==> config.mk <==
export PLATFORM = sky130hd
export DESIGN_NAME = spi_eeprom_master_core
export DESIGN_NICKNAME = d
export VERILOG_FILES = /design/src/seem_pkg.sv /design/src/spi_eeprom_master_core.sv /design/src/seem_fsm.sv
export VERILOG_INCLUDE_DIRS = /design/src /design/src/src
export SDC_FILE = /design/constraint.sdc
export NUM_CORES = 1
export LEC_CHECK = 0
export BUFFER_PORTS_ARGS = -buffer_cell sky130_fd_sc_hd__buf_4
export CAP_MARGIN = 20
export CELL_PAD_IN_SITES_DETAIL_PLACEMENT = 0
export CELL_PAD_IN_SITES_GLOBAL_PLACEMENT = 2
export CORE_MARGIN = 5
export CORE_UTILIZATION = 35
export DETAILED_ROUTE_END_ITERATION = 8
export PLACE_DENSITY_LB_ADDON = 0.1
export SLEW_MARGIN = 20
export SYNTH_ARGS = -nofsm -noshare
export SYNTH_HDL_FRONTEND = slang
export SYNTH_HIERARCHICAL = 1
export SYNTH_SLANG_ARGS = --single-unit
==> constraint.sdc <==
create_clock -name clk -period 4.2 [get_ports clk]
set_input_delay 0 -clock clk [delete_from_list [all_inputs] [get_ports clk]]
set_output_delay 0 -clock clk [all_outputs]
set_load 0.005 [all_outputs]
==> src/spi_eeprom_master_core_defines.svh <==
// Assertion macros for the SPI EEPROM master.
// Each macro expects clk and rst_n to be visible at the point of use.
`ifndef SPI_EEPROM_MASTER_CORE_DEFINES_SVH
`define SPI_EEPROM_MASTER_CORE_DEFINES_SVH

// Same-cycle implication, checked out of reset
`define SEEM_ASSERT_IMP(lbl, ante, cons) \
  lbl: assert property (@(posedge clk) disable iff (!rst_n) (ante) |-> (cons)) \
    else $error("seem: implication check failed");

// Next-cycle implication, checked out of reset
`define SEEM_ASSERT_NXT(lbl, ante, cons) \
  lbl: assert property (@(posedge clk) disable iff (!rst_n) (ante) |=> (cons)) \
    else $error("seem: next-cycle check failed");

`endif

==> src/seem_pkg.sv <==
`timescale 1ns / 1ps
`default_nettype none

package seem_pkg;

  // Widths of the transfer fields and internal state
  localparam int ADDR_BITS = 16;
  localparam int ADDR_W    = 16;
  localparam int DATA_W    = 8;
  localparam int TX_W      = 32;
  localparam int BC_W      = 6;

  // Address mask and the left-aligned positions of address and data
  localparam logic [TX_W-1:0] ADDR_MASK = TX_W'((64'd1 << ADDR_BITS) - 64'd1);
  localparam int ADDR_SHIFT = TX_W - ADDR_BITS;
  localparam int DATA_SHIFT = 24 - ADDR_BITS;

  // EEPROM command bytes
  localparam logic [7:0] CMD_WREN  = 8'h06;
  localparam logic [7:0] CMD_WRITE = 8'h02;
  localparam logic [7:0] CMD_READ  = 8'h03;
  localparam logic [7:0] CMD_RDSR  = 8'h05;

  // Transaction lengths as bits shifted per phase
  localparam logic [BC_W-1:0] LEN_CMD    = BC_W'(8);
  localparam logic [BC_W-1:0] LEN_ADDR   = BC_W'(16 + ADDR_BITS);
  localparam logic [BC_W-1:0] LEN_STATUS = BC_W'(16);

  typedef enum logic [1:0] {
    OP_TICK   = 2'd0,
    OP_READ   = 2'd1,
    OP_WRITE  = 2'd2,
    OP_STATUS = 2'd3
  } seem_op_t;

  typedef enum logic [3:0] {
    PH_IDLE       = 4'd0,
    PH_WREN       = 4'd1,
    PH_WRITE      = 4'd2,
    PH_POLL       = 4'd3,
    PH_READ       = 4'd4,
    PH_STATUS     = 4'd5,
    PH_HOLD_WREN  = 4'd6,
    PH_DESEL_WREN = 4'd7,
    PH_HOLD_POLL  = 4'd8,
    PH_DESEL_POLL = 4'd9,
    PH_ENDING     = 4'd10
  } seem_phase_t;

  typedef struct packed {
    seem_op_t           opcode;
    logic [ADDR_W-1:0]  address;
    logic [DATA_W-1:0]  write_data;
    logic               miso;
  } seem_item_t;

  typedef struct packed {
    logic               chip_select_n;
    logic               serial_clock;
    logic               mosi;
    logic               busy_res;
    logic               done_res;
    logic [DATA_W-1:0]  read_data;
    logic               rejected;
  } seem_res_t;

  // Command byte sent at the start of each shifting phase
  function automatic logic [7:0] phase_cmd(seem_phase_t p);
    logic [7:0] c;
    case (p)
      PH_WREN:  c = CMD_WREN;
      PH_WRITE: c = CMD_WRITE;
      PH_READ:  c = CMD_READ;
      default:  c = CMD_RDSR;
    endcase
    return c;
  endfunction

  // Number of bits shifted in each shifting phase
  function automatic logic [BC_W-1:0] phase_len(seem_phase_t p);
    logic [BC_W-1:0] n;
    case (p)
      PH_WREN:  n = LEN_CMD;
      PH_WRITE: n = LEN_ADDR;
      PH_READ:  n = LEN_ADDR;
      default:  n = LEN_STATUS;
    endcase
    return n;
  endfunction

endpackage

`default_nettype wire

==> src/spi_eeprom_master_core.sv <==
// SPI EEPROM master (25xx family, SPI mode 3, MSB first). Each input transfer is
// either a half-bit tick, which moves the SPI clock by half a period and carries
// the sampled MISO bit, or a request (read byte, write byte, read status); a
// request that arrives while busy is dropped and flagged as rejected. Every input
// transfer produces exactly one result transfer holding the pin levels, status
// and, on completion, the byte read. The block takes one item per clock cycle
// while the output is not stalled: controller state is updated in a single pass
// from the accepted item, the result lands in one output register, and input is
// accepted whenever that register is empty or being drained in the same cycle.
`timescale 1ns / 1ps
`default_nettype none

`include "spi_eeprom_master_core_defines.svh"

module spi_eeprom_master_core (
  input  wire logic        clk,
  input  wire logic        rst_n,
  input  wire logic        in_valid,
  output logic             in_ready,
  input  wire logic [1:0]  in_opcode,
  input  wire logic [15:0] in_address,
  input  wire logic [7:0]  in_write_data,
  input  wire logic        in_miso,
  output logic             out_valid,
  input  wire logic        out_ready,
  output logic             out_chip_select_n,
  output logic             out_serial_clock,
  output logic             out_mosi,
  output logic             out_busy_res,
  output logic             out_done_res,
  output logic [7:0]       out_read_data,
  output logic             out_rejected
);
  import seem_pkg::*;

  seem_item_t item;
  seem_res_t  res;
  seem_res_t  res_r;
  logic       out_valid_r;
  logic       accept;

  // Input handshake
  assign in_ready = !out_valid_r || out_ready;
  assign accept   = in_valid && in_ready;

  assign item.opcode     = seem_op_t'(in_opcode);
  assign item.address    = in_address;
  assign item.write_data = in_write_data;
  assign item.miso       = in_miso;

  seem_fsm u_fsm (
    .clk    (clk),
    .rst_n  (rst_n),
    .step_i (accept),
    .item_i (item),
    .res_o  (res)
  );

  // Output register valid
  always_ff @(posedge clk) begin
    if (!rst_n) begin
      out_valid_r <= 1'b0;
    end else if (accept) begin
      out_valid_r <= 1'b1;
    end else if (out_ready) begin
      out_valid_r <= 1'b0;
    end
  end

  // Output register payload
  always_ff @(posedge clk) begin
    if (accept) begin
      res_r <= res;
    end
  end

  assign out_valid         = out_valid_r;
  assign out_chip_select_n = res_r.chip_select_n;
  assign out_serial_clock  = res_r.serial_clock;
  assign out_mosi          = res_r.mosi;
  assign out_busy_res      = res_r.busy_res;
  assign out_done_res      = res_r.done_res;
  assign out_read_data     = res_r.read_data;
  assign out_rejected      = res_r.rejected;

  // Completion is reported on the ending step, deselected and never while still busy
  `SEEM_ASSERT_IMP(a_done_idle, out_valid_r && res_r.done_res, !res_r.busy_res && res_r.chip_select_n)
  // Read data is zero unless a request completes
  `SEEM_ASSERT_IMP(a_rdata_zero, out_valid_r && !res_r.done_res, res_r.read_data == 8'h00)
  // A dropped request leaves the controller busy
  `SEEM_ASSERT_IMP(a_reject_busy, out_valid_r && res_r.rejected, res_r.busy_res && !res_r.done_res)
  // A stalled result blocks new input
  `SEEM_ASSERT_IMP(a_stall_blocks, out_valid_r && !out_ready, !in_ready)

endmodule

`default_nettype wire

==> src/seem_fsm.sv <==
`timescale 1ns / 1ps
`default_nettype none

module seem_fsm (
  input  wire logic              clk,
  input  wire logic              rst_n,
  input  wire logic              step_i,
  input  wire seem_pkg::seem_item_t item_i,
  output seem_pkg::seem_res_t    res_o
);
  import seem_pkg::*;

  seem_phase_t       phase_r, phase_nxt;
  logic [BC_W-1:0]   bc_r, bc_nxt, bc_inc;
  logic [TX_W-1:0]   tx_r, tx_nxt;
  logic [DATA_W-1:0] rx_r, rx_nxt;
  logic              half_r, half_nxt;
  logic              mosi_r, mosi_nxt;
  logic [TX_W-1:0]   addr_tx, data_tx;
  logic [7:0]        cmd_sh;
  logic              active, done, rejected;
  logic [DATA_W-1:0] rdata;

  // Left-aligned address (and data byte for writes)
  assign addr_tx = (TX_W'(item_i.address) & ADDR_MASK) << ADDR_SHIFT;
  assign data_tx = TX_W'(item_i.write_data) << DATA_SHIFT;

  // Phases that drive the SPI clock
  assign active = phase_r inside {[PH_WREN:PH_STATUS]};

  // Next state for one item
  always_comb begin
    phase_nxt = phase_r;
    bc_nxt    = bc_r;
    tx_nxt    = tx_r;
    rx_nxt    = rx_r;
    half_nxt  = half_r;
    mosi_nxt  = mosi_r;
    done      = 1'b0;
    rejected  = 1'b0;
    rdata     = '0;
    bc_inc    = bc_r + BC_W'(1);
    cmd_sh    = phase_cmd(phase_r) << bc_r[2:0];
    if (item_i.opcode != OP_TICK) begin
      // Request: start when idle, else drop it
      if (phase_r != PH_IDLE) begin
        rejected = 1'b1;
      end else begin
        rx_nxt   = '0;
        bc_nxt   = '0;
        half_nxt = 1'b1;
        case (item_i.opcode)
          OP_READ: begin
            tx_nxt    = addr_tx;
            phase_nxt = PH_READ;
          end
          OP_WRITE: begin
            tx_nxt    = addr_tx | data_tx;
            phase_nxt = PH_WREN;
          end
          default: begin
            tx_nxt    = '0;
            phase_nxt = PH_STATUS;
          end
        endcase
      end
    end else if (active) begin
      if (half_r) begin
        // Falling edge: drive the next data bit
        half_nxt = 1'b0;
        mosi_nxt = (bc_r < LEN_CMD) ? cmd_sh[7] : tx_r[TX_W-1];
      end else begin
        // Rising edge: sample MISO, advance the bit count
        half_nxt = 1'b1;
        rx_nxt   = {rx_r[DATA_W-2:0], item_i.miso};
        if (bc_r >= LEN_CMD) begin
          tx_nxt = tx_r << 1;
        end
        bc_nxt = bc_inc;
        if (bc_inc >= phase_len(phase_r)) begin
          case (phase_r)
            PH_WREN:  phase_nxt = PH_HOLD_WREN;
            PH_WRITE: phase_nxt = PH_HOLD_POLL;
            PH_POLL:  phase_nxt = (rx_nxt == '0) ? PH_ENDING : PH_HOLD_POLL;
            default:  phase_nxt = PH_ENDING;
          endcase
        end
      end
    end else begin
      // Hold, deselect and completion steps
      case (phase_r)
        PH_HOLD_WREN:  phase_nxt = PH_DESEL_WREN;
        PH_DESEL_WREN: begin
          phase_nxt = PH_WRITE;
          bc_nxt    = '0;
          half_nxt  = 1'b1;
        end
        PH_HOLD_POLL:  phase_nxt = PH_DESEL_POLL;
        PH_DESEL_POLL: begin
          phase_nxt = PH_POLL;
          rx_nxt    = '0;
          bc_nxt    = '0;
          half_nxt  = 1'b1;
        end
        PH_ENDING: begin
          phase_nxt = PH_IDLE;
          done      = 1'b1;
          rdata     = rx_r;
        end
        default: phase_nxt = PH_IDLE;
      endcase
    end
  end

  // Pin levels and status after this item
  always_comb begin
    res_o.chip_select_n = phase_nxt inside {PH_IDLE, PH_DESEL_WREN, PH_DESEL_POLL};
    res_o.serial_clock  = (phase_nxt inside {[PH_WREN:PH_STATUS]}) ? half_nxt : 1'b1;
    res_o.mosi          = mosi_nxt;
    res_o.busy_res      = (phase_nxt != PH_IDLE);
    res_o.done_res      = done;
    res_o.read_data     = rdata;
    res_o.rejected      = rejected;
  end

  // State registers, advanced once per accepted item
  always_ff @(posedge clk) begin
    if (!rst_n) begin
      phase_r <= PH_IDLE;
      bc_r    <= '0;
      tx_r    <= '0;
      rx_r    <= '0;
      half_r  <= 1'b1;
      mosi_r  <= 1'b1;
    end else if (step_i) begin
      phase_r <= phase_nxt;
      bc_r    <= bc_nxt;
      tx_r    <= tx_nxt;
      rx_r    <= rx_nxt;
      half_r  <= half_nxt;
      mosi_r  <= mosi_nxt;
    end
  end

endmodule

`default_nettype wire

# [Yosys cells after proc, flatten, opt, wreduce, memory -nomap -nowiden]
# Cells that the tools add are included.
[op_classes] addsub=1 magnitude_cmp=7 eq_ne=16 n_shift=1 n_mux=43 bitwise=2 reduce_logical=23
[op_table] operator="two-way mux 32 bit" count=5
[op_table] operator="one-hot mux 32 bit (2 select lines)" count=1
[op_table] operator="two-way mux 6 bit" count=8
[op_table] operator="two-way mux 8 bit" count=5
[op_table] operator="OR 32 x 16 -> 32 bit" count=1
[op_table] operator="two-way mux 4 bit" count=5
[op_table] operator="== test 4 x 3 -> 1 bit, second input constant" count=4
[op_table] operator="== test 4 bit, second input constant" count=4
[op_table] operator="one-hot mux 4 bit (4 select lines)" count=1
[op_table] operator="two-way mux 1 bit" count=13
[op_table] operator="one-hot mux 4 bit (3 select lines)" count=1
[op_table] operator="one-hot mux 6 bit (2 select lines)" count=1
[op_table] operator="one-hot mux 3 bit (3 select lines)" count=1
[op_table] operator="nonzero test 3 bit" count=3
[op_table] operator="== test 4 x 2 -> 1 bit, second input constant" count=2
[op_table] operator="greater-or-equal comparator 4 x 1 -> 1 bit, second input constant" count=2
[op_table] operator="less-or-equal comparator 4 x 3 -> 1 bit, second input constant" count=2
[op_table] operator="zero test 8 bit" count=1
[op_table] operator="AND reduction 4 bit" count=2
[op_table] operator="nonzero test 2 bit" count=4
[op_table] operator="nonzero test 4 bit" count=2
[op_table] operator="<< shifter 8 x 3 -> 8 bit" count=1
[op_table] operator="adder 6 x 1 -> 6 bit, second input constant" count=1
[op_table] operator="greater-or-equal comparator 6 x 4 -> 1 bit, second input constant" count=1
[op_table] operator="other kinds (17)" count=22
[word_totals] register_bits=67 in_bits=31 output_inout_bits=16 word_cells=107

# [Logic depth before layout (Yosys ltp)]
# Gate-level depths: netlist of the first run.
[logic_depth] word_depth=13 depth_mapped=12 ltp_nobuf=10

# [By module]
# Netlist of the first run, hierarchy kept.
[by_module_without_submodules] module="seem_fsm" instances=1 cells_each=329 area_per_inst_um2=2761.4 seq_area_each_um2=880.8
[by_module_without_submodules] module="spi_eeprom_master_core" instances=1 cells_each=19 area_per_inst_um2=478.0 seq_area_each_um2=440.4

# [Worst setup path before layout of the first run]
# OpenSTA, ideal clock, no wires.
[synth_path] path_type="register -> register" from="register u_fsm.phase_r[1]" to="register res_r, in the netlist out_chip_select_n, data pin" setup_time_ns=0.134 t_arrival_ns=3.225 required_time_ns=4.066 setup_slack_ns=0.841 stages_incl_launch_ff=12 path_buffers=2 synth_period_minus_slack_ns=3.359 path_cell_list="dfxtp_1 -> buf_2 -> buf_1 -> xnor2_1 -> or3_1 -> ha_1 -> nand2_1 -> or4_4 -> a2111o_1 -> o311a_2 -> or4_4 -> nand3_2"
[synth_lines] item="start, declared" line="seem_fsm.sv:13" text="seem_phase_t phase_r, phase_nxt;"
[synth_lines] item="start signal, assigned" line="seem_fsm.sv:136" text="phase_r <= phase_nxt;"
[synth_lines] item="end signal, assigned" line="spi_eeprom_master_core.sv:73" text="res_r <= res;"
[synth_lines] item="end, declared" line="spi_eeprom_master_core.sv:38" text="seem_res_t res_r;"

# [Worst setup path in the final report of the first run]
[layout_path] from="register u_fsm.phase_r[1]" to="register res_r, in the netlist out_serial_clock, data pin"
[layout_via] elab_chain_cells=13 elab_cells_between_ends=33 classes_between="order compare (5); eq/ne (8); mux (15); reduce/logical (5)"
[layout_rtl] item="== test 4 x 3 -> 1 bit / == test 4 x 2 -> 1 bit (equally long branches)" line="seem_pkg.sv:82, seem_fsm.sv:81"
[layout_rtl] item="OR reduction 2 bit (no source line)"
[layout_rtl] item="one-hot mux 6 bit (2 select lines)" line="seem_pkg.sv:82" text="case (p)"
[layout_rtl] item="two-way mux 6 bit" line="seem_fsm.sv:68" text="if (half_r) begin"
[layout_rtl] item="two-way mux 6 bit" line="seem_fsm.sv:67" text="end else if (active) begin"
[layout_rtl] item="two-way mux 6 bit" line="seem_fsm.sv:44" text="if (item_i.opcode != OP_TICK) begin"
[layout_rtl] item="greater-or-equal comparator 6 bit" line="seem_fsm.sv:80" text="if (bc_inc >= phase_len(phase_r)) begin"
[layout_rtl] item="two-way mux 4 bit" line="seem_fsm.sv:80"
[layout_rtl] item="two-way mux 4 bit" line="seem_fsm.sv:68"
[layout_rtl] item="two-way mux 4 bit" line="seem_fsm.sv:67"
[layout_rtl] item="two-way mux 4 bit" line="seem_fsm.sv:44"
[layout_rtl] item="greater-or-equal comparator 4 x 1 -> 1 bit / less-or-equal comparator 4 x 3 -> 1 bit (equally long branches)" line="seem_fsm.sv:118" text="res_o.serial_clock = (phase_nxt inside {[PH_WREN:PH_STATUS]}) ? half_nxt : 1'b1;"
[layout_rtl] item="logical AND 1 bit" line="seem_fsm.sv:118"
# Several ways; a longest one is shown, not always the timed one. The select of a mux whose other input is x is not followed.
# A chain may end at the register's enable or synchronous reset.

==> metrics.md, run 1 <==
| Metric | Value |
|---|---|
| Status | finished, final reports clean |
| Initial antenna violation count | 0 |
| DIE HEIGHT | 106 um |
| Core Area | 9150 um^2 |
| Routing layer with the top usage in global route | met2 |
| Fraction of layout cells with a size suffix above 1 | 0.212 |
| Final setup viols | 0 |
| Hold Crit Class | in2reg |
| Worst Tran Pin Value | 0.779 ns |
| Total area of multi-input combinational cells | 1750 um^2 |
| Register cell area after layout | 1320 um^2 |
| FP Rows | 35 |
| Critical path depth | 10 |
| Met3 global-route usage | 0.0346 |
| Worst setup path startpoint | u_fsm/phase_r[1] |
| Final Non-Filler Cells | 522 |
| Met2 Track Usage GR | 0.250 |
| Arrival time reported for the critical path endpoint | 3.30 ns |
| Number of enable-type register cells in the synthesized netlist | 14 |
| Slack of the worst reg-to-reg path | 1.00 ns |
| Resize count post-CTS | 0 |
| Gpl congestion | 0.862 |
| Sequential share of power | 0.422 |
| Startpoint of the most critical hold path | in_write_data[3] |
| Worst voltage drop across the vdd grid | 158 uV |
| Clock latency on the worst-skew pair | 0.35 ns |
| TritonCTS Sinks | 59 |
| Flip-flop cell with the highest count after synthesis | sky130_fd_sc_hd__dfxtp_1 |
| Buffers inserted by post-CTS timing repair | 0 |
| Number of buffers created by CTS | 9 |
| Detailed-placement wirelength estimate | 5.21 mm |
| Top-level port count | 47 |
| Launch instance of the worst register-to-register path | u_fsm/phase_r[1] |
| Normalized max-slew margin | 0.475 |
| Initial core utilization | 0.354 |
| WS Path Type | reg2reg |
| Min Tclk post-route | 3.20 ns |
| Clock Root Buffer | sky130_fd_sc_hd__clkbuf_8 |
| Starting DRT DRC Count | 203 |
| Worst-path clk slew | 0.08 ns |
| H-tree depth reported by CTS | 3 |
| CP startpoint kind | flop |
| Sort of element at the end of the critical path | flop |
| Inserted Diodes | 0 |
| Combinational share of power | 0.184 |
| Worst Hold Path Cells | 4 |
| Number of global-route vias before repair | 2708 |
| Max-cap violations | 0 |
| DRT Pass-1 Iters | 4 |
| Count of unique library cells instantiated by Yosys | 62 |
| Hold worst-path end | u_fsm/tx_r[11] |
| R2R cell count | 10 |
| Required time at the worst-slack endpoint | 4.30 ns |
| Clk_skew | 0.00742 ns |
| Global-route wire length before repair | 13.4 mm |
| Largest net degree at the start of global routing | 49 |
| Hold Fails Final Rpt | 0 |
| Switching share of total power | 0.278 |
| Antenna-violating nets left | 0 |
| Critical path's slowest cell | sky130_fd_sc_hd__or4_4 |
| Cell count after placement | 482 |
| Layout fillers | 885 |
| Post-DR wirelength/cell | 15.3 um |
| Internal Power | 1090 uW |
| Setup tns final | 0 ns |
| Yosys reg bits | 59 |
| Leakage power | 0.00182 uW |
| Sw Pwr | 420 uW |
| Count of nets after finishing | 446 |
| Total count of max-transition violations in the final report | 0 |
| CP cell instances | or3b_2 > o21ai_0 > and2_1 > ha_1 > nand2_1 > or4_4 > a21o_2 > a211oi_1 > nor2_1 > a211o_1 |
| Per-cell via count in the routed design | 5.30 |
| Hold WS | 0.0112 ns |
| Overall via count from detail_route | 2766 |
| Count of warnings emitted by yosys | 6 |
| GR Overflow Total | 0 |
| Top cell family by delay on the critical path | simple AND/OR/NAND/NOR gates |
| Clock tree from TritonCTS | built |
| Maximum clock rate | 0.313 GHz |
| Maximum buffer depth of the clock tree | 2 |
| Die width | 106 um |
| Synth Net Count | 388 |
| Detailed Route WL | 7.99 mm |
| PD cells | 366 nW/um^2 |
| Cells after Synth | 348 |
| Total DRC errors in the routed layout | 0 |
| Area growth syn-to-layout | 27.5% |
| Post-synthesis instance area | 3240 um^2 |
| Sequential cell area fraction in the yosys report | 0.408 |
| Overall die area | 11300 um^2 |
| Met1 Resource Use GR | 0.187 |
| Clock Power Share | 0.394 |
| Worst path buffer plus inverter count | 0 |
| Overall global routing resource usage | 0.149 |
| Number of buffer cells added on primary ports | 46 |
| Ys async rst share | 0 |
| Part of the cycle the worst path needs | 0.762 |
| Worst-path maximum fanout | 6 |
| Mean area per synthesized cell | 9.31 um^2 |
| Delay of the slowest cell on the worst path | 0.56 ns |
| End of the worst register-to-register path | out_serial_clock |
| Unrepaired setup endpoints after global routing | no |
routing by layer:
metal | share of wire | vias up | wire (um)
met4 | 0.012 | 0 | 97
met5 | 0 | - | 0
met1 | 0.45 | 1313 | 3620
met3 | 0.042 | 8 | 336
li1 | - | 1394 | -
met2 | 0.49 | 51 | 3940
what timing repair did:
action / in CTS / in global routing
hold buffers: 24 / 0
endpoints found under the hold margin: 23 / 0
endpoints found under the setup margin: 0 / 0
flip-flops by register name, summed over array words and instances, names as in the netlist, 4 cells and up:
name / flops
u_fsm/tx_r: 24
out_read_data: 8
u_fsm/rx_r: 8
u_fsm/bc_r: 6
u_fsm/phase_r: 4
power by group through the flow:
| stage | clock, uW | combinational, uW | sequential [uW] |
|---|---|---|---|
| after floorplan | 0 | 182 | 645 |
| after global placement | 0 | 264 | 650 |
| after detailed placement | 0 | 262 | 651 |
| after CTS | 612 | 281 | 638 |
| after global routing | 646 | 309 | 642 |
| final | 595 | 277 | 638 |
cell families after synthesis:
logic type,Yosys count,synth area share
buf+inv,43,0.0552
flops,59,0.408
compound gates,104,0.259
fa+ha+maj,9,0.0348
mux,5,0.0158
xor+xnor,5,0.0135
simple gates,123,0.214
worst max-delay path by stage:
stage,to
4_1_cts,out_serial_clock
3_5_place_dp,out_serial_clock
5_1_grt,out_serial_clock
3_3_place_gp,out_serial_clock
6_report,out_serial_clock
2_1_floorplan,out_chip_select_n
cells in the final DEF (no fill, tap or decap), drive strengths merged, types with 3 or more instances in the layout:
master and n:
clkbuf 9, buf 55, nor4 3, or3 5
dlygate4sd3 24, mux2i 4, a22oi 24, xnor2 3
edfxtp 14, o211a 26, nand2 36, and2 13
clkinv 4, dfxtp 45, nand2b 14, nor2 9
o21ai 8, a31oi 3, nor2b 7, a221oi 3
a211oi 4, a21oi 5, nand3 19, a21boi 12
ha 9, inv 12
cell usage after synthesis, types with 2 or more instances:
master / instances / area [um^2]
sky130_fd_sc_hd__a211o_1: 2 / 17.5
sky130_fd_sc_hd__a211oi_1: 4 / 30.0
sky130_fd_sc_hd__a21boi_0: 11 / 82.6
sky130_fd_sc_hd__a21oi_1: 5 / 25.0
sky130_fd_sc_hd__a221oi_1: 3 / 26.3
sky130_fd_sc_hd__a22oi_1: 24 / 180
sky130_fd_sc_hd__a31oi_1: 3 / 18.8
sky130_fd_sc_hd__and2_1: 12 / 75.1
sky130_fd_sc_hd__buf_1: 5 / 18.8
sky130_fd_sc_hd__buf_2: 5 / 25.0
sky130_fd_sc_hd__buf_4: 3 / 22.5
sky130_fd_sc_hd__clkbuf_1: 19 / 71.3
sky130_fd_sc_hd__dfxtp_1: 45 / 901
sky130_fd_sc_hd__edfxtp_1: 14 / 420
sky130_fd_sc_hd__ha_1: 9 / 113
sky130_fd_sc_hd__inv_1: 11 / 41.3
sky130_fd_sc_hd__mux2i_1: 4 / 40.0
sky130_fd_sc_hd__nand2_1: 36 / 135
sky130_fd_sc_hd__nand2b_1: 13 / 81.3
sky130_fd_sc_hd__nand3_1: 18 / 90.1
sky130_fd_sc_hd__nand3b_1: 2 / 15.0
sky130_fd_sc_hd__nand4bb_1: 2 / 22.5
sky130_fd_sc_hd__nor2_1: 9 / 33.8
sky130_fd_sc_hd__nor2b_1: 6 / 37.5
sky130_fd_sc_hd__nor3_1: 2 / 10.0
sky130_fd_sc_hd__nor4_1: 3 / 18.8
sky130_fd_sc_hd__o211a_1: 26 / 260
sky130_fd_sc_hd__o21ai_0: 8 / 40.0
sky130_fd_sc_hd__o22ai_1: 2 / 12.5
sky130_fd_sc_hd__or3_1: 5 / 31.3
sky130_fd_sc_hd__or3b_2: 2 / 17.5
sky130_fd_sc_hd__or4_4: 2 / 22.5
sky130_fd_sc_hd__xnor2_1: 3 / 26.3
sky130_fd_sc_hd__xor2_1: 2 / 17.5
worst register-to-register path, stage by stage (launching register included):
cell                       delay, ns
sky130_fd_sc_hd__dfxtp_1        0.34
sky130_fd_sc_hd__or3b_2         0.52
sky130_fd_sc_hd__o21ai_0        0.12
sky130_fd_sc_hd__and2_1         0.16
sky130_fd_sc_hd__ha_1           0.13
sky130_fd_sc_hd__nand2_1        0.06
sky130_fd_sc_hd__or4_4          0.56
sky130_fd_sc_hd__a21o_2         0.23
sky130_fd_sc_hd__a211oi_1       0.49
sky130_fd_sc_hd__nor2_1         0.08
sky130_fd_sc_hd__a211o_1        0.27
per-stage QoR:
stage | cell area (um^2) | worst slack (ns) | utilization | total power, uW
after floorplan | 3240 | 0.841 | - | 827
after global placement | 3660 | 1.05 | 0.400 | 914
after detailed placement | 3660 | 1.04 | 0.400 | 913
after CTS | 4130 | 0.997 | 0.451 | 1530
after global routing | 4130 | 0.766 | 0.451 | 1600
final | 4130 | 1.00 | 0.451 | 1510
area by class of cell:
cell class                      count  area share
Sequential cell                    59       0.320
Clock buffer                        9      0.0300
Tap cell                          111      0.0336
Clock inverter                      7      0.0242
Inverter                           11      0.0100
Multi-Input combinational cell    246       0.424
Timing Repair Buffer               79       0.158
Power figures use the tool's default switching activity.
==> inputs of run 2 (changes only) <==
--- a/config.mk
+++ b/config.mk
@@ -11,7 +11,7 @@
 export CELL_PAD_IN_SITES_DETAIL_PLACEMENT = 0
 export CELL_PAD_IN_SITES_GLOBAL_PLACEMENT = 2
 export CORE_MARGIN = 5
-export CORE_UTILIZATION = 35
+export CORE_UTILIZATION = 32
 export DETAILED_ROUTE_END_ITERATION = 8
 export PLACE_DENSITY_LB_ADDON = 0.1
 export SLEW_MARGIN = 20
==> constraint.sdc (replaced) <==
create_clock -name clk -period 2.9 [get_ports clk]
set_input_delay 0 -clock clk [delete_from_list [all_inputs] [get_ports clk]]
set_output_delay 0 -clock clk [all_outputs]
set_load 0.005 [all_outputs]
==> run 2 against run 1 <==
  * Critical path depth down 1
  * Clock power rose by 34%
  * Sequential power rose by 45%
  * Fmax is 11% higher
  * Total power rose by 43%
  * Non-clock buffer count rose by 12
  * Sequential share of layout area decreased by 0.96 points
  * Hold slack improved by 0.0095 ns
  * Largest cell class unchanged
  * First-iteration DRC count decreased by 61%
  * Clock skew barely moved
  * Register-to-register slack worse by 0.97 ns
  * Critical endpoint unchanged
==> metrics.md, run 2 (synthesis results as in run 1) <==
| Metric | Value |
|---|---|
| Inserted Diodes | 0 (unchanged) |
| PD cells | 504 nW/um^2 (+38%) |
| Hold WS | 0.0207 ns (+0.00949 ns) |
| Clock latency on the worst-skew pair | 0.33 ns (-0.02 ns) |
| Worst-path maximum fanout | 6 (unchanged) |
| Post-DR wirelength/cell | 14.5 um (-5.6%) |
| Worst voltage drop across the vdd grid | 243 uV (+54%) |
| Clk_skew | 0.00789 ns (+0.000470 ns) |
| Core Area | 9820 um^2 (+7.3%) |
| Worst setup path startpoint | u_fsm/phase_r[0] |
| Startpoint of the most critical hold path | in_address[5] |
| Gpl congestion | 0.807 (-6.4%) |
| Overall die area | 12200 um^2 (+8.5%) |
| Area growth syn-to-layout | 32.0% |
| Status | finished, final reports clean |
| Count of nets after finishing | 458 (+2.7%) |
| Initial antenna violation count | 0 (unchanged) |
| FP Rows | 36 (+2.9%) |
| Min Tclk post-route | 2.87 ns (-0.327 ns) |
| Maximum buffer depth of the clock tree | 2 (unchanged) |
| Largest net degree at the start of global routing | 49 (unchanged) |
| Total DRC errors in the routed layout | 0 (unchanged) |
| Initial core utilization | 0.330 (-0.0240) |
| Detailed Route WL | 8.04 mm (+0.60%) |
| Worst-path clk slew | 0.07 ns (about the same) |
| Part of the cycle the worst path needs | 0.990 (+0.229) |
| Launch instance of the worst register-to-register path | u_fsm/phase_r[0] |
| Worst Tran Pin Value | 0.575 ns (-0.204 ns) |
| TritonCTS Sinks | 59 (unchanged) |
| Placement Cell Area | 3840 um^2 (+4.7%) |
| Commonest cells after routing, fill and taps aside | 72 x sky130_fd_sc_hd__buf_4, 40 x sky130_fd_sc_hd__dfxtp_1, 36 x sky130_fd_sc_hd__nand2_1 |
| CP startpoint kind | flop |
| Fraction of layout cells with a size suffix above 1 | 0.274 (+0.0626) |
| Area of all placed cells without fillers | 4280 um^2 (+3.6%) |
| WS Path Type | reg2reg |
| Number of buffers created by CTS | 9 (unchanged) |
| Final standard cell utilization of the core | 0.436 (-0.0156) |
| Detailed-placement wirelength estimate | 5.45 mm (+4.7%) |
| Antenna-violating nets left | 0 (unchanged) |
| Setup tns final | 0 ns (unchanged) |
| Sort of element at the end of the critical path | flop |
| Most frequent standard cell in the layout excluding fill and tap cells | sky130_fd_sc_hd__buf_4 |
| Final setup viols | 0 (unchanged) |
| DRT Pass-1 Iters | 4 (unchanged) |
| Largest register FFs | 24 (unchanged) |
| Max-cap violations | 0 (unchanged) |
| Arrival time reported for the critical path endpoint | 2.96 ns (-0.34 ns) |
| Per-cell via count in the routed design | 5.02 (-5.2%) |
| Normalized max-slew margin | 0.612 (+0.136) |
| Required time at the worst-slack endpoint | 2.99 ns (-1.31 ns) |
| Hold Crit Class | in2reg |
| Global-route wire length before repair | 13.4 mm (-0.46%) |
| GR Overflow Total | 0 (unchanged) |
| H-tree depth reported by CTS | 3 (unchanged) |
| Maximum clock rate | 0.348 GHz (+11%) |
| Unrepaired setup endpoints after global routing | yes |
| Clock tree from TritonCTS | built |
| Leakage power | 0.00189 uW (+4.0%) |
| Top-level port count | 47 (unchanged) |
| Register bank with the most flops | u_fsm/tx_r |
| Die width | 111 um (+4.2%) |
| Starting DRT DRC Count | 80 (-61%) |
| Slack of the worst reg-to-reg path | 0.03 ns (-0.97 ns) |
| Clock Root Buffer | sky130_fd_sc_hd__clkbuf_8 |
| Total count of max-transition violations in the final report | 0 (unchanged) |
| Layout fillers | 1031 (+16%) |
| Overall via count from detail_route | 2792 (+0.94%) |
| Overall global routing resource usage | 0.132 (-0.0165) |
| Number of global-route vias before repair | 2836 (+4.7%) |
| DIE HEIGHT | 111 um (+4.2%) |
| Hold Fails Final Rpt | 0 (unchanged) |
| Number of buffer cells added on primary ports | 46 (unchanged) |
| Buffers inserted by post-CTS timing repair | 0 (unchanged) |
-- run 2: cell types whose count changed in the layout (fill, tap and decap cells not counted), moves of 2 or more --
cell	previous run	this run
sky130_fd_sc_hd__buf_4	55	72
sky130_fd_sc_hd__dlygate4sd3_1	24	18
sky130_fd_sc_hd__dfxtp_1	45	40
sky130_fd_sc_hd__dfxtp_2	0	5
sky130_fd_sc_hd__clkinv_4	3	0
sky130_fd_sc_hd__a211oi_1	4	2
sky130_fd_sc_hd__a211oi_2	0	2
sky130_fd_sc_hd__bufinv_16	2	0
sky130_fd_sc_hd__clkbuf_16	0	2
sky130_fd_sc_hd__clkbuf_8	9	11
-- run 2: layer usage --
| metal | wire length [um] | global-route usage |
|---|---|---|
| met1 | 3580 | 0.157 |
| met2 | 3980 | 0.227 |
| met3 | 373 | 0.0356 |
| met4 | 106 | 0.0517 |
| met5 | 0 | 0 |
-- run 2: final cells by class --
cell class	count	area (um^2)	area share
Clock inverter	2	12.5	0.00293
Multi-Input combinational cell	246	1790	0.419
Timing Repair Buffer	91	732	0.171
Clock buffer	14	205	0.0480
Sequential cell	59	1330	0.310
Tap cell	133	166	0.0389
Inverter	11	41.3	0.00965
-- run 2: final timing paths --
kind / cells after the start / endpoint
min reg2reg: 2 / u_fsm/rx_r[7]
min: 4 / u_fsm/tx_r[21]
max: 9 / out_serial_clock
max reg2reg: 9 / out_serial_clock
-- run 2: critical path, stage by stage (launching register included) --
cell and delay (ns):
sky130_fd_sc_hd__dfxtp_2 0.34, sky130_fd_sc_hd__buf_6 0.12, sky130_fd_sc_hd__or3_1 0.37, sky130_fd_sc_hd__ha_1 0.31, sky130_fd_sc_hd__nand2_1 0.07, sky130_fd_sc_hd__or4_4 0.47
sky130_fd_sc_hd__a2111o_1 0.41, sky130_fd_sc_hd__o311a_4 0.15, sky130_fd_sc_hd__and2_4 0.14, sky130_fd_sc_hd__a211o_1 0.25
-- run 2: through the flow --
| stage | setup WS, ns | total power, uW | cells |
|---|---|---|---|
| 2_1_floorplan | -0.0812 | 1210 | 348 |
| 3_3_place_gp | -0.0942 | 1350 | 522 |
| 3_5_place_dp | -0.115 | 1350 | 522 |
| 4_1_cts | 0.0121 | 2200 | 556 |
| 5_1_grt | -0.0663 | 2280 | 556 |
| 6_report | 0.0283 | 2160 | 556 |
-- run 2: what timing repair did --
action                     4_1_cts  5_1_grt
pin swaps                        1        0
hold buffers                    18        0
hold endpoints to repair        17        0
gates resized for setup          9        5
setup endpoints to repair        2        3
-- run 2: power breakdown --
part / internal (uW) / leakage (uW) / total [uW] / switching, uW
logic: 217 / 0.00128 / 431 / 214
registers: 897 / 0.000505 / 927 / 29.7
clock network: 461 / 0.000109 / 798 / 337
total: 1570 / 0.00189 / 2160 / 581
